$ cat src/rtl/core/dssp_pkg.sv
// Shared definitions for the dual stepper shortest-path indexer.
// Holds field widths, command codes and the shared add/subtract unit opcodes.
// No dependencies.
package dssp_pkg;

  // Default number of steps per disk turn
  localparam int POSITIONS_DEF = 48;

  // Width of the position and target fields on the ports
  localparam int POS_W = 6;

  // Command codes
  localparam logic CMD_SET  = 1'b0;
  localparam logic CMD_MOVE = 1'b1;

  // Operations of the shared add/subtract unit
  typedef enum logic {
    ALU_ADD,
    ALU_SUB
  } alu_op_t;

endpackage

$ cat src/rtl/core/dssp_alu.sv
// Shared add/subtract unit of the dual stepper shortest-path indexer.
// Depends on dssp_pkg for the opcode type.
// The result MSB serves as the borrow flag when operands are zero-extended.
module dssp_alu #(
  parameter int W = 8
) (
  input  dssp_pkg::alu_op_t op,
  input  logic [W-1:0]      a,
  input  logic [W-1:0]      b,
  output logic [W-1:0]      r
);

  always_comb begin
    unique case (op)
      dssp_pkg::ALU_ADD: r = a + b;
      dssp_pkg::ALU_SUB: r = a - b;
      default:           r = '0;
    endcase
  end

endmodule

$ cat src/rtl/core/dual_stepper_shortest_path_indexer.sv
// Dual stepper shortest-path indexer, top level.
// Depends on dssp_pkg and instantiates dssp_alu, the shared add/subtract unit.
//
// Two stepper-driven disks with POSITIONS steps per turn are tracked modulo
// POSITIONS. A set command (command = 0) loads both positions and returns one
// word with no pulses and last = 1. A move command (command = 1) picks, per
// disk, the shortest way to its target (forward wins a tie), latches the
// directions, then returns one word per step cycle while the output side
// does not stall, with a pulse on every axis that still has steps left, and
// ends with a word with no pulses and last = 1. Targets of POSITIONS or more
// are first reduced modulo POSITIONS. All setup arithmetic runs through one
// shared add/subtract unit under a small sequencer, and the block holds
// in_stall high until the final word of a command has been loaded into the
// output register. For each disk in turn the target is reduced by
// subtracting POSITIONS while it is not below it (for POSITIONS = 48 a 6-bit
// target needs at most one subtraction); a move then works out each disk's
// distance in turn (difference, wrap only when the difference went negative,
// backward distance, compare) and returns as many step words as the larger
// of the two distances, at most POSITIONS/2, then the final word. The block
// returns to idle before it takes the next command.
module dual_stepper_shortest_path_indexer #(
  parameter int POSITIONS = dssp_pkg::POSITIONS_DEF
) (
  input  logic                       clk,
  input  logic                       rst,
  // input channel
  input  logic                       in_valid,
  output logic                       in_stall,
  input  logic                       command,
  input  logic [dssp_pkg::POS_W-1:0] target_a,
  input  logic [dssp_pkg::POS_W-1:0] target_b,
  // output channel
  output logic                       out_valid,
  input  logic                       out_stall,
  output logic                       step_a,
  output logic                       step_b,
  output logic                       dir_a,
  output logic                       dir_b,
  output logic [dssp_pkg::POS_W-1:0] position_a,
  output logic [dssp_pkg::POS_W-1:0] position_b,
  output logic                       last
);

  // PW holds a position; TW also holds a raw target field
  localparam int PW = $clog2(POSITIONS);
  localparam int TW = (PW > dssp_pkg::POS_W) ? PW : dssp_pkg::POS_W;
  // One extra bit so the unit's MSB is the borrow
  localparam int UW = TW + 1;
  // Step count never exceeds POSITIONS/2
  localparam int LW = $clog2(POSITIONS / 2 + 1);

  localparam logic [UW-1:0] P_U    = UW'(POSITIONS);
  localparam logic [TW-1:0] P_LAST = TW'(POSITIONS - 1);

  typedef enum logic [2:0] {
    ST_IDLE,
    ST_RED,   // reduce target of selected axis modulo POSITIONS
    ST_DIF,   // forward difference target - position
    ST_WRAP,  // add POSITIONS when the difference went negative
    ST_BWD,   // backward distance POSITIONS - forward
    ST_CMP,   // pick the shorter way, latch direction and step count
    ST_STEP   // one word per cycle while the output is free, final word last
  } state_t;

  state_t          state;
  logic            sel;      // axis under work: 0 = a, 1 = b
  logic            cmd;
  logic [TW-1:0]   tgt_a;
  logic [TW-1:0]   tgt_b;
  logic [UW-1:0]   fwd_dist;
  logic [UW-1:0]   bwd;
  logic [TW-1:0]   pos_a;
  logic [TW-1:0]   pos_b;
  logic [LW-1:0]   left_a;
  logic [LW-1:0]   left_b;
  logic            dir_reg_a;
  logic            dir_reg_b;

  dssp_pkg::alu_op_t alu_op;
  logic [UW-1:0]     alu_a;
  logic [UW-1:0]     alu_b;
  logic [UW-1:0]     alu_r;
  logic              borrow;

  logic [TW-1:0]   tgt_sel;
  logic [TW-1:0]   pos_sel;
  logic [TW-1:0]   pos_a_next;
  logic [TW-1:0]   pos_b_next;
  logic            out_free;
  logic            load_word;
  logic            steps_done;

  assign in_stall   = (state != ST_IDLE);
  assign out_free   = !out_valid || !out_stall;
  assign load_word  = (state == ST_STEP) && out_free;
  assign steps_done = (left_a == '0) && (left_b == '0);
  assign borrow     = alu_r[UW-1];

  assign tgt_sel = sel ? tgt_b : tgt_a;
  assign pos_sel = sel ? pos_b : pos_a;

  // Operand select for the shared unit
  always_comb begin
    alu_op = dssp_pkg::ALU_SUB;
    alu_a  = '0;
    alu_b  = '0;
    unique case (state)
      ST_RED: begin
        alu_a = {1'b0, tgt_sel};
        alu_b = P_U;
      end
      ST_DIF: begin
        alu_a = {1'b0, tgt_sel};
        alu_b = {1'b0, pos_sel};
      end
      ST_WRAP: begin
        alu_op = dssp_pkg::ALU_ADD;
        alu_a  = fwd_dist;
        alu_b  = P_U;
      end
      ST_BWD: begin
        alu_a = P_U;
        alu_b = fwd_dist;
      end
      ST_CMP: begin
        alu_a = bwd;
        alu_b = fwd_dist;
      end
      default: begin
        alu_op = dssp_pkg::ALU_SUB;
      end
    endcase
  end

  dssp_alu #(
    .W(UW)
  ) u_alu (
    .op(alu_op),
    .a (alu_a),
    .b (alu_b),
    .r (alu_r)
  );

  // Position after this cycle's pulse: wrap at both ends of the turn
  always_comb begin
    pos_a_next = pos_a;
    pos_b_next = pos_b;
    if (left_a != '0) begin
      if (dir_reg_a) begin
        pos_a_next = (pos_a == P_LAST) ? '0 : pos_a + TW'(1);
      end else begin
        pos_a_next = (pos_a == '0) ? P_LAST : pos_a - TW'(1);
      end
    end
    if (left_b != '0) begin
      if (dir_reg_b) begin
        pos_b_next = (pos_b == P_LAST) ? '0 : pos_b + TW'(1);
      end else begin
        pos_b_next = (pos_b == '0) ? P_LAST : pos_b - TW'(1);
      end
    end
  end

  always_ff @(posedge clk) begin
    if (rst) begin
      state     <= ST_IDLE;
      sel       <= 1'b0;
      out_valid <= 1'b0;
      pos_a     <= '0;
      pos_b     <= '0;
      left_a    <= '0;
      left_b    <= '0;
      dir_reg_a <= 1'b1;
      dir_reg_b <= 1'b1;
    end else begin
      // Load a new word, or drop the held one once the output side takes it
      if (load_word) begin
        out_valid <= 1'b1;
      end else if (!out_stall) begin
        out_valid <= 1'b0;
      end

      unique case (state)
        ST_IDLE: begin
          if (in_valid) begin
            cmd   <= command;
            tgt_a <= TW'(target_a);
            tgt_b <= TW'(target_b);
            sel   <= 1'b0;
            state <= ST_RED;
          end
        end

        ST_RED: begin
          if (!borrow) begin
            // still at or above POSITIONS: subtract again
            if (sel) begin
              tgt_b <= alu_r[TW-1:0];
            end else begin
              tgt_a <= alu_r[TW-1:0];
            end
          end else if (!sel) begin
            sel <= 1'b1;
          end else begin
            sel <= 1'b0;
            if (cmd == dssp_pkg::CMD_SET) begin
              pos_a  <= tgt_a;
              pos_b  <= tgt_b;
              left_a <= '0;
              left_b <= '0;
              state  <= ST_STEP;
            end else begin
              state <= ST_DIF;
            end
          end
        end

        ST_DIF: begin
          fwd_dist <= alu_r;
          state    <= borrow ? ST_WRAP : ST_BWD;
        end

        ST_WRAP: begin
          fwd_dist <= alu_r;
          state    <= ST_BWD;
        end

        ST_BWD: begin
          bwd   <= alu_r;
          state <= ST_CMP;
        end

        ST_CMP: begin
          // Zero distance keeps the direction; forward wins a tie
          if (sel) begin
            if (fwd_dist == '0) begin
              left_b <= '0;
            end else if (!borrow) begin
              dir_reg_b <= 1'b1;
              left_b    <= fwd_dist[LW-1:0];
            end else begin
              dir_reg_b <= 1'b0;
              left_b    <= bwd[LW-1:0];
            end
            sel   <= 1'b0;
            state <= ST_STEP;
          end else begin
            if (fwd_dist == '0) begin
              left_a <= '0;
            end else if (!borrow) begin
              dir_reg_a <= 1'b1;
              left_a    <= fwd_dist[LW-1:0];
            end else begin
              dir_reg_a <= 1'b0;
              left_a    <= bwd[LW-1:0];
            end
            sel   <= 1'b1;
            state <= ST_DIF;
          end
        end

        ST_STEP: begin
          // Advance one word whenever the output register is free
          if (out_free) begin
            step_a     <= (left_a != '0);
            step_b     <= (left_b != '0);
            dir_a      <= dir_reg_a;
            dir_b      <= dir_reg_b;
            position_a <= pos_a_next[dssp_pkg::POS_W-1:0];
            position_b <= pos_b_next[dssp_pkg::POS_W-1:0];
            last       <= steps_done;
            pos_a      <= pos_a_next;
            pos_b      <= pos_b_next;
            if (left_a != '0) begin
              left_a <= left_a - LW'(1);
            end
            if (left_b != '0) begin
              left_b <= left_b - LW'(1);
            end
            if (steps_done) begin
              state <= ST_IDLE;
            end
          end
        end

        default: begin
          state <= ST_IDLE;
        end
      endcase
    end
  end

  // The final word of a command never carries a pulse
  a_last_no_pulse: assert property (@(posedge clk) disable iff (rst)
    out_valid && last |-> !step_a && !step_b)
    else $error("final word carries a step pulse");

  // Between commands no steps are pending
  a_idle_no_steps: assert property (@(posedge clk) disable iff (rst)
    state == ST_IDLE |-> left_a == '0 && left_b == '0)
    else $error("steps pending while idle");

  // Tracked positions stay within one turn
  a_pos_range: assert property (@(posedge clk) disable iff (rst)
    {1'b0, pos_a} < P_U && {1'b0, pos_b} < P_U)
    else $error("tracked position out of range");

  // The shortest way is never more than half a turn
  a_left_range: assert property (@(posedge clk) disable iff (rst)
    left_a <= LW'(POSITIONS / 2) && left_b <= LW'(POSITIONS / 2))
    else $error("step count exceeds half a turn");

  // An accepted command leaves idle on the next cycle
  a_accept_busy: assert property (@(posedge clk) disable iff (rst)
    in_valid && !in_stall |=> state != ST_IDLE)
    else $error("accepted command did not start");

endmodule
$ cat config.mk
export PLATFORM = sky130hd
export DESIGN_NAME = dual_stepper_shortest_path_indexer
export DESIGN_NICKNAME = d
export VERILOG_FILES = /design/src/rtl/core/dssp_pkg.sv /design/src/rtl/core/dssp_alu.sv /design/src/rtl/core/dual_stepper_shortest_path_indexer.sv
export SDC_FILE = /design/constraint.sdc
export NUM_CORES = 1
export LEC_CHECK = 0
export ABC_AREA = 1
export CAP_MARGIN = 30
export CORE_ASPECT_RATIO = 0.9
export CORE_MARGIN = 10
export CORE_UTILIZATION = 55
export CTS_BUF_LIST = sky130_fd_sc_hd__clkbuf_8
export CTS_CLUSTER_SIZE = 30
export DETAILED_ROUTE_END_ITERATION = 6
export DONT_BUFFER_PORTS = 1
export PLACE_DENSITY = 0.75
export REMOVE_ABC_BUFFERS = 1
export SKIP_CTS_REPAIR_TIMING = 1
export SLEW_MARGIN = 20
export SYNTH_ARGS = -nofsm -noshare
export SYNTH_HDL_FRONTEND = slang
export SYNTH_SLANG_ARGS = --single-unit
export TNS_END_PERCENT = 1
$ cat constraint.sdc
create_clock -name clk -period 3.98 [get_ports clk]
set_clock_uncertainty 0.05 [all_clocks]
set_input_delay 0.597 -clock clk [delete_from_list [all_inputs] [get_ports clk]]
set_output_delay 0.597 -clock clk [all_outputs]
set_load 0.02 [all_outputs]
==> results.yml, run 1 <==
critical_path:
  end_kind: "flip-flop"
  criticalPathCategory: "reg2reg"
  cp_data_required_time_ns: 4.00
  crit_path_top_delay_cell: "dfxtp_4"
  reg2reg_to: "tgt_a[0]$_DFFE_PP_"
  reg2reg_depth: 26
  cp.arrival_ns: 3.67
  rrSetupSlack_ns: 0.33
  critPathMaxFanout: 8
  slowest_delay_ns: 0.38
  crit_path_start: "state[2]$_SDFFE_PP0P_"
  r2r_start: "state[2]$_SDFFE_PP0P_"
  cp-start-kind: "flip-flop"
floorplanning:
  die_h_um: 107.7
  io_pins: 36
  rows: 31
  die_x_um: 117.4
  start_util: 0.5738
  core_area_mm2: 0.008184
  dieArea_mm2: 0.01264
place:
  gp_congestion: 0.9789
  io_buffers: 0
  placed_cell_area_mm2: 0.004847
  hpwl_mm: 9.042
synth:
  yosysWarningCount: 0
  synthesis.area_mm2: 0.004696
  ys_seq_elements: 73
  ys_types: 42
  ys_seq_area_frac: 0.4050
  netlist_instances: 635
  syn_avg_cell_area_um2: 7.395
global_route:
  use_met3: 0.03880
  grt_usage: 0.1886
  overflow: 0
  antenna_found_initial: 0
  grt_pass1_wl_mm: 19.29
  first_global_vias: 3817
  grt_max_degree: 25
  met1_usage: 0.2522
  use_met2: 0.2909
  top_usage_layer: "met2"
detailed_routing:
  via_count: 4174
  avgViaCountPerCell: 5.478
  drt-initial-drc-count: 449
  post_drt_wl_per_cell_um: 15.78
  detail-route-antenna-nets: 0
  drc_errors: 0
  dr.pass1.iters: 5
  routed_wl_mm: 12.02
hold_path:
  min_to: "out_valid$_SDFFE_PP0P_"
  hp-class: "in2reg"
  worstHoldStart: "rst"
  holdPathStages: 1
timing:
  whs_ns: 0.2569
  timing.final.crit_period_ns: 3.651
  max_freq_mhz: 273.9
  worst_slew_pin_slew_ns: 0.7802
  slew_violations: 0
  tns_ns: 0
  slew_headroom: 0.4779
  setup_viol: 0
  hold_viol_final: 0
  finalCritPeriodShare: 0.9174
clock_network:
  cts_max_level: 3
  cts.clk_slew.worst_paths_ns: 0.08
  cts_buffer_depth: 2
  cts_buffers: 9
  root_buffer: "clkbuf_8"
  cts_tree: "done"
  clock_latency_ns: 0.35
  cts.sinks: 73
power:
  p_leak_nw: 2.431
  p_total_mw: 5.061
  power_per_cell_area_mw_per_mm2: 986.1
  ir_drop_mv: 0.8890
cells_and_area:
  area_growth_pct: 9.299
  postLayoutCellArea_mm2: 0.005132
  layout.nets: 677
  n_antenna_cell: 0
  drive_gt1_frac: 0.09892
  fillerInstances: 730
run_status:
  status: "complete, no violations"
flow_run:
  maxCapViolations: 0
cells by family after synthesis:
kind of cell    synth area share
flops                     0.4050
simple gates              0.3461
buf+inv                  0.07354
compound gates           0.08101
xor+xnor                 0.04476
fa+ha+maj                0.04956
metal layers:
layer,routed length [µm],vias up
met2,5382,183
met1,5260,1879
met4,291,0
met3,1090,33
met5,0,-
li1,-,2079
power breakdown:
| group | leakage (nW) | total [mW] | internal, mW | switching [mW] |
|---|---|---|---|---|
| combinational | 1.66 | 2.97 | 0.962 | 2.00 |
| sequential | 0.640 | 1.38 | 1.21 | 0.174 |
| clock | 0.126 | 0.716 | 0.432 | 0.284 |
| total | 2.43 | 5.06 | 2.60 | 2.46 |
state kept, by name (all words and copies together), names as in the netlist:
name and cells:
bwd 7, cmd 1, dir_a 1, dir_b 1, dir_reg_a 1, dir_reg_b 1
fwd_dist 7, last 1, left_a 5, left_b 5, out_valid 1, pos_a 6
pos_b 6, position_a 6, position_b 6, sel 1, state 3, step_a 1
step_b 1, tgt_a 6, tgt_b 6
stage by stage:
step / util / instances / worst slack (ns)
2_1_floorplan: - / 619 / 0.2205
3_3_place_gp: 0.5923 / 745 / 0.2556
3_5_place_dp: 0.5923 / 745 / 0.08663
4_1_cts: 0.6221 / 761 / 0.07064
5_1_grt: 0.6271 / 762 / -0.001826
6_report: 0.6271 / 762 / 0.3286
final cells by class:
class	count	area [µm²]	share of cell area
Clock inverter	6	106.4	0.02072
Timing Repair Buffer	11	82.58	0.01609
Sequential cell	73	1908	0.3718
Multi-Input combinational cell	475	2484	0.4839
Tap cell	115	143.9	0.02804
Inverter	72	270.3	0.05266
Clock buffer	10	137.6	0.02682
cell usage after synthesis, drive strengths merged:
master | n | area (µm²)
a31oi | 6 | 43.79
o31ai | 1 | 7.510
clkbuf | 12 | 46.29
o221ai | 3 | 26.28
nand4 | 14 | 102.6
a211oi | 1 | 7.510
a21oi | 8 | 40.04
a221oi | 1 | 8.760
fa | 1 | 20.02
inv | 70 | 262.8
clkinv | 2 | 7.510
o21ai | 34 | 170.2
nor2 | 92 | 360.3
nand3b | 1 | 7.510
a22oi | 6 | 45.04
edfxtp | 44 | 1321
nor4 | 1 | 6.260
xor2 | 14 | 122.6
xnor2 | 10 | 87.58
nand3 | 44 | 282.8
nor3 | 5 | 25.02
ha | 17 | 212.7
dfxtp | 29 | 580.6
or2 | 2 | 12.51
o22ai | 1 | 6.260
a2bb2oi | 2 | 17.52
nand2 | 208 | 820.8
nor3b | 1 | 7.510
o211ai | 1 | 7.510
buf | 4 | 28.78
critical path: cells and delay by family (launching register included):
kind            cells  cell delay (ns)
xor+xnor            1             0.14
compound gates      5             0.55
flops               1             0.38
fa+ha+maj           2             0.50
simple gates       12             1.17
buf+inv             6             0.56
worst max-delay path by stage:
stage	cells past startpoint	to	slack [ns]
floorplan	22	tgt_a[0]$_DFFE_PP_	0.22
global placement	24	tgt_b[3]$_DFFE_PP_	0.26
detailed placement	24	tgt_b[3]$_DFFE_PP_	0.09
CTS	24	tgt_b[5]$_DFFE_PP_	0.07
global route	25	tgt_b[5]$_DFFE_PP_	-0.002
finish	26	tgt_a[0]$_DFFE_PP_	0.33
placed cells by master (no fill, tap or decap), drive strengths merged, types with 2 or more instances in the layout:
cell type	count
nand3	45
nor3	5
a2bb2oi	2
clkinv	3
nand2	208
o221ai	3
clkbuf	10
buf	11
a31oi	6
bufinv	3
nor2	92
o21ai	34
dfxtp	29
a22oi	6
xor2	14
xnor2	10
or2	2
a21oi	8
edfxtp	44
ha	17
inv	72
nand4	14
No activity file was read; power rests on OpenSTA's default activity.
==> run 2, diff against run 1 <==
CORE_MARGIN = 5   (was 10)
RECOVER_POWER = 25   (was not set)
SYNTH_HIERARCHICAL = 1   (was not set)
==> run 2 against run 1 <==
Against the previous run:
- hold slack got worse by 0.0028 ns
- via count rose by 6.6%
- first-iteration DRC count fell by 8.9%
- critical endpoint is now left_b[1]$_SDFFE_PP0P_
- critical path depth rose by 1
- worst setup slack got worse by 0.12 ns
- clock power fell by 22%
- sequential share of layout area fell by 0.76 points
- fmax fell by 3.2%
==> results.yml, run 2 <==
place:
  gp_congestion: 0.9339
  post-place-ws_ns: 0.07154
  hpwl_mm: 9.283
  dpl.cell_count: 773
  io_buffers: 0
critical_path:
  cp-start-kind: "flip-flop"
  cp.arrival_ns: 3.96
  end_kind: "flip-flop"
  critPathMaxFanout: 8
  criticalPathCategory: "reg2reg"
  cp_data_required_time_ns: 4.17
synth:
  netlist_instances: 657
  ys_seq_elements: 73
  synth_edf_count: 44
  synthesis.area_mm2: 0.004766
  yosysWarningCount: 6
  synth_most_common_cell: "nand2_1"
  ys_types: 40
  synthArstFlopShare: 0
  synth_ff_type: "edfxtp_1"
  yosysTopAreaCell: "edfxtp_1"
  ys_seq_area_frac: 0.3991
  ys_top_cells_by_count: "nand2_1 (171), nor2_1 (76), inv_1 (73)"
  yosys-top-cells-area: "edfxtp_1 (28%), nand2_1 (13%), dfxtp_1 (12%)"
  synth_top_area_share: 0.2772
  syn_avg_cell_area_um2: 7.254
timing:
  finalCritPeriodShare: 0.9476
  max_freq_mhz: 265.1
  rsz0062_at_grt: "yes"
  slew_violations: 0
  tns_ns: 0
  whs_ns: 0.2541
  worst_slew_pin_slew_ns: 0.9164
  fin_ws_ns: 0.2085
  slew_headroom: 0.3868
  setup_viol: 0
  timing.final.crit_period_ns: 3.771
  hold_viol_final: 0
clock_network:
  cts_tree: "done"
  cts_max_level: 3
  cts.clk_slew.worst_paths_ns: 0.08
  cts.sinks: 73
  cts_buffer_depth: 2
  cts_buffers: 9
  clock_latency_ns: 0.35
  root_buffer: "clkbuf_8"
floorplanning:
  core_area_mm2: 0.008528
  die_x_um: 108.1
  start_util: 0.5588
  dieArea_mm2: 0.01063
  die_h_um: 98.31
  rows: 32
  io_pins: 36
detailed_routing:
  drt-initial-drc-count: 409
  dr.pass1.iters: 5
  avgViaCountPerCell: 5.599
  routed_wl_mm: 12.18
  via_count: 4451
  post_drt_wl_per_cell_um: 15.32
  detail-route-antenna-nets: 0
  drc_errors: 0
cells_and_area:
  fin_cells: 795
  layout.nets: 704
  area_growth_pct: 9.661
  reg_top3: "bwd: 7 flops, fwd_dist: 7 flops"
  final_common_cell: "nand2_1"
  final_cell_mix: "nand2_1 (171), nor2_1 (75), inv_1 (75), nand3_1 (53), edfxtp_1 (44)"
  n_antenna_cell: 0
  drive_gt1_frac: 0.1065
global_route:
  grt_usage: 0.2386
  grt_max_degree: 23
  overflow: 0
  first_global_vias: 4088
  antenna_found_initial: 0
  grt_pass1_wl_mm: 20.21
hold_path:
  hp-class: "in2reg"
power:
  p_total_mw: 4.257
  p_leak_nw: 2.338
  power_per_cell_area_mw_per_mm2: 814.6
  ir_drop_mv: 0.3814
flow_run:
  maxCapViolations: 0
run_status:
  status: "complete, no violations"
==> run 2: cell count changes after synthesis, moves of 7 or more <==
cell / change
nor2_1: -12
o211ai_1: +10
inv_1: +7
nand2_1: -25
nand3_1: +17
a21oi_1: +28
o21ai_1: +14
==> run 2: final cells by class <==
class	count	area [µm²]
fill	783	3302
tap	119	148.9
clock buffer	9	123.9
inverter	84	317.8
sequential	73	1903
clock inverter	7	62.56
timing repair buffer	23	185.2
multi-input combinational	480	2485
==> run 2: metal layers <==
layer | up-vias | global-route usage | share of wire
met2 | 198 | 0.3590 | 0.44
met4 | 0 | 0.06214 | 0.016
met3 | 22 | 0.04759 | 0.074
met5 | - | 0 | 0
li1 | 2203 | - | -
met1 | 2028 | 0.3513 | 0.47
==> run 2: final timing paths <==
path | startpoint | cells after the start | to | slack, ns
worst min register to register | left_a[2]$_SDFFE_PP0P_ | 2 | left_a[2]$_SDFFE_PP0P_ | 0.43
worst max register to register | state[2]$_SDFFE_PP0P_ | 27 | left_b[1]$_SDFFE_PP0P_ | 0.21
worst min-delay path | rst | 1 | left_a[2]$_SDFFE_PP0P_ | 0.25
worst max-delay path | state[2]$_SDFFE_PP0P_ | 27 | left_b[1]$_SDFFE_PP0P_ | 0.21
==> run 2: through the flow <==
step,utilization,cell area [µm²]
2_1_floorplan,-,4669
3_3_place_gp,0.5805,4951
3_5_place_dp,0.5805,4951
4_1_cts,0.6024,5137
5_1_grt,0.6128,5226
6_report,0.6128,5226
==> run 2: report_power, final <==
part | switching [mW] | internal [mW] | total [mW] | leakage, nW
clock | 0.275 | 0.284 | 0.559 | 0.106
combinational | 1.62 | 0.841 | 2.46 | 1.59
sequential | 0.135 | 1.10 | 1.24 | 0.641
total | 2.03 | 2.23 | 4.26 | 2.34
==> run 2: critical path, stage by stage (launching register included) <==
cell and delay (ns):
dfxtp_1 0.45, inv_4 0.09, nand2_1 0.14, nor2_2 0.08, buf_4 0.13, buf_4 0.13
nand2_1 0.07, o211ai_1 0.16, nor2_1 0.14, nand4_1 0.11, nand2_1 0.08, nand2_1 0.04
nand2_1 0.07, inv_1 0.05, ha_1 0.33, a21oi_1 0.23, nand2_1 0.08, nor2_1 0.10
nand3_1 0.08, nand2_1 0.08, inv_1 0.10, o21ai_2 0.17, nand2_2 0.13, a21oi_4 0.15
buf_12 0.14, nand2_4 0.07, o21ai_1 0.16, nor2_1 0.06
==> run 2: cell families after synthesis <==
logic type	Yosys count	synth area share
AO/OA/AOI/OAI	111	0.1376
XOR/XNOR	17	0.03124
adder cells (fa/ha/maj)	16	0.04358
buffers and inverters	104	0.08637
AND/OR/NAND/NOR	336	0.3022
flip-flops	73	0.3991
==> run 3, diff against run 2 <==
CTS_BUF_LIST = not set   (was sky130_fd_sc_hd__clkbuf_8)
==> run 3 against run 2 <==
Against the previous run:
- die area is the same
- final area is essentially flat
- routed wire length grew 0.89%
- total power shrank 0.23%
- critical endpoint is now pos_a[5]$_SDFFE_PP0P_
- largest cell class unchanged
- combinational power is essentially flat
- critical path depth shrank 3
- largest power group unchanged
- utilization shrank 0.059 points
- sequential power is essentially flat
- clock-buffer cell count grew 3
- fmax shrank 0.19%
- cell count is the same
==> results.yml, run 3 (synthesized netlist as in run 2, its figures left out) <==
hold_path:
  hp-class: "in2reg"
power:
  p_leak_nw: 2.328
  power_per_cell_area_mw_per_mm2: 813.5
  p_seq_frac: 0.291
  p_comb_frac: 0.581
  p_total_mw: 4.248
  swShare: 0.4800
  clkPwrFrac: 0.128
  intPower_mw: 2.209
  switchingPower_mw: 2.039
  ir_drop_mv: 0.3821
critical_path:
  cp-start-kind: "flip-flop"
  crit_family: "compound AO/OA/AOI/OAI gates"
  crit_path_top_delay_cell: "dfxtp_1"
  end_kind: "flip-flop"
  criticalPathCategory: "reg2reg"
  cp.arrival_ns: 4.01
  critical_path_buf_inv_count: 5
  rrSetupSlack_ns: 0.20
  cp_data_required_time_ns: 4.21
  crit_top_cell: "nand2_1"
  path_cells: "inv_4 -> nand2_1 -> nor2_2 -> buf_4 -> o211ai_1 -> o21ai_0 -> inv_2 -> a31oi_1 -> xnor2_1 -> ha_1 -> nand2_1 -> nand2_1 -> nand2_1 -> nand2_1 -> nor2_1 -> nand3_1 -> nand2_1 -> inv_1 -> o21ai_2 -> nand2_2 -> a21oi_4 -> buf_4 -> o21ai_0 -> a21oi_1"
  critPathMaxFanout: 7
  slowest_delay_ns: 0.38
timing:
  hold_viol_final: 0
  timing.final.crit_period_ns: 3.779
  worst_slew_pin_slew_ns: 0.9114
  whs_ns: 0.2535
  rsz0062_at_grt: "yes"
  slew_headroom: 0.3902
  slew_violations: 0
  finalCritPeriodShare: 0.9494
  setup_viol: 0
  fin_ws_ns: 0.2014
  tns_ns: 0
  max_freq_mhz: 264.6
clock_network:
  root_buffer: "clkbuf_8"
  cts.sinks: 73
  cts.clk_slew.worst_paths_ns: 0.08
  cts_buffer_depth: 2
  cts_tree: "done"
  cts_max_level: 3
  clock_latency_ns: 0.35
  cts_buffers: 9
place:
  post-place-ws_ns: 0.07154
  gp_congestion: 0.9339
  hpwl_mm: 9.283
  dpl.cell_count: 773
  io_buffers: 0
cells_and_area:
  area_growth_pct: 9.556
  fillerInstances: 786
  layout.nets: 704
  multi_input_area_mm2: 0.002485
  final_common_cell: "nand2_1"
  fin_cells: 795
  reg_top3: "bwd: 7 flops, fwd_dist: 7 flops"
  n_antenna_cell: 0
  final_cell_mix: "nand2_1 (171), nor2_1 (75), inv_1 (73), nand3_1 (53), edfxtp_1 (44)"
  drive_gt1_frac: 0.1065
  seqCellArea_mm2: 0.001903
global_route:
  overflow: 0
  antenna_found_initial: 0
  grt_max_degree: 23
  grt_pass1_wl_mm: 20.20
  first_global_vias: 4087
  grt_usage: 0.2385
detailed_routing:
  dr.pass1.iters: 7
  detail-route-antenna-nets: 0
  drt-initial-drc-count: 377
  drc_errors: 0
  routed_wl_mm: 12.29
  avgViaCountPerCell: 5.620
  post_drt_wl_per_cell_um: 15.46
  via_count: 4468
floorplanning:
  rows: 32
  core_area_mm2: 0.008528
  dieArea_mm2: 0.01063
  die_h_um: 98.31
  start_util: 0.5588
  io_pins: 36
  die_x_um: 108.1
flow_run:
  maxCapViolations: 0
run_status:
  status: "complete, no violations"
## run 3: through the flow
| step | instance area, µm² | utilization |
|---|---|---|
| 2_1_floorplan | 4669 | - |
| 3_3_place_gp | 4951 | 0.5805 |
| 3_5_place_dp | 4951 | 0.5805 |
| 4_1_cts | 5132 | 0.6018 |
| 5_1_grt | 5221 | 0.6122 |
| 6_report | 5221 | 0.6122 |
## run 3: cell type report
cell class,instances,area share
Inverter,84,0.06087
Sequential cell,73,0.3645
Tap cell,119,0.02852
Clock buffer,12,0.02995
Multi-Input combinational cell,480,0.4759
Timing Repair Buffer,23,0.03547
Clock inverter,4,0.004793
## run 3: per-layer routing
metal / track usage / share of wire / up-vias
li1: - / - / 2202
met1: 0.3518 / 0.46 / 2031
met2: 0.3585 / 0.44 / 216
met3: 0.04693 / 0.080 / 19
met4: 0.06214 / 0.016 / 0
met5: 0 / 0 / -
## run 3: path summary, 6_finish.rpt
check	from	to	cells past startpoint
worst max-delay path	state[2]$_SDFFE_PP0P_	pos_a[5]$_SDFFE_PP0P_	24
worst min-delay path	rst	left_a[2]$_SDFFE_PP0P_	1
worst max register to register	state[2]$_SDFFE_PP0P_	pos_a[5]$_SDFFE_PP0P_	24
worst min register to register	left_a[2]$_SDFFE_PP0P_	left_a[2]$_SDFFE_PP0P_	2
## run 3: power groups by stage
stage	clock, mW	combinational [mW]	sequential [mW]
5_1_grt	0.584	2.77	1.26
3_5_place_dp	0	2.35	1.25
2_1_floorplan	0	1.71	1.22
6_report	0.543	2.47	1.24
4_1_cts	0.551	2.36	1.23
3_3_place_gp	0	2.30	1.25
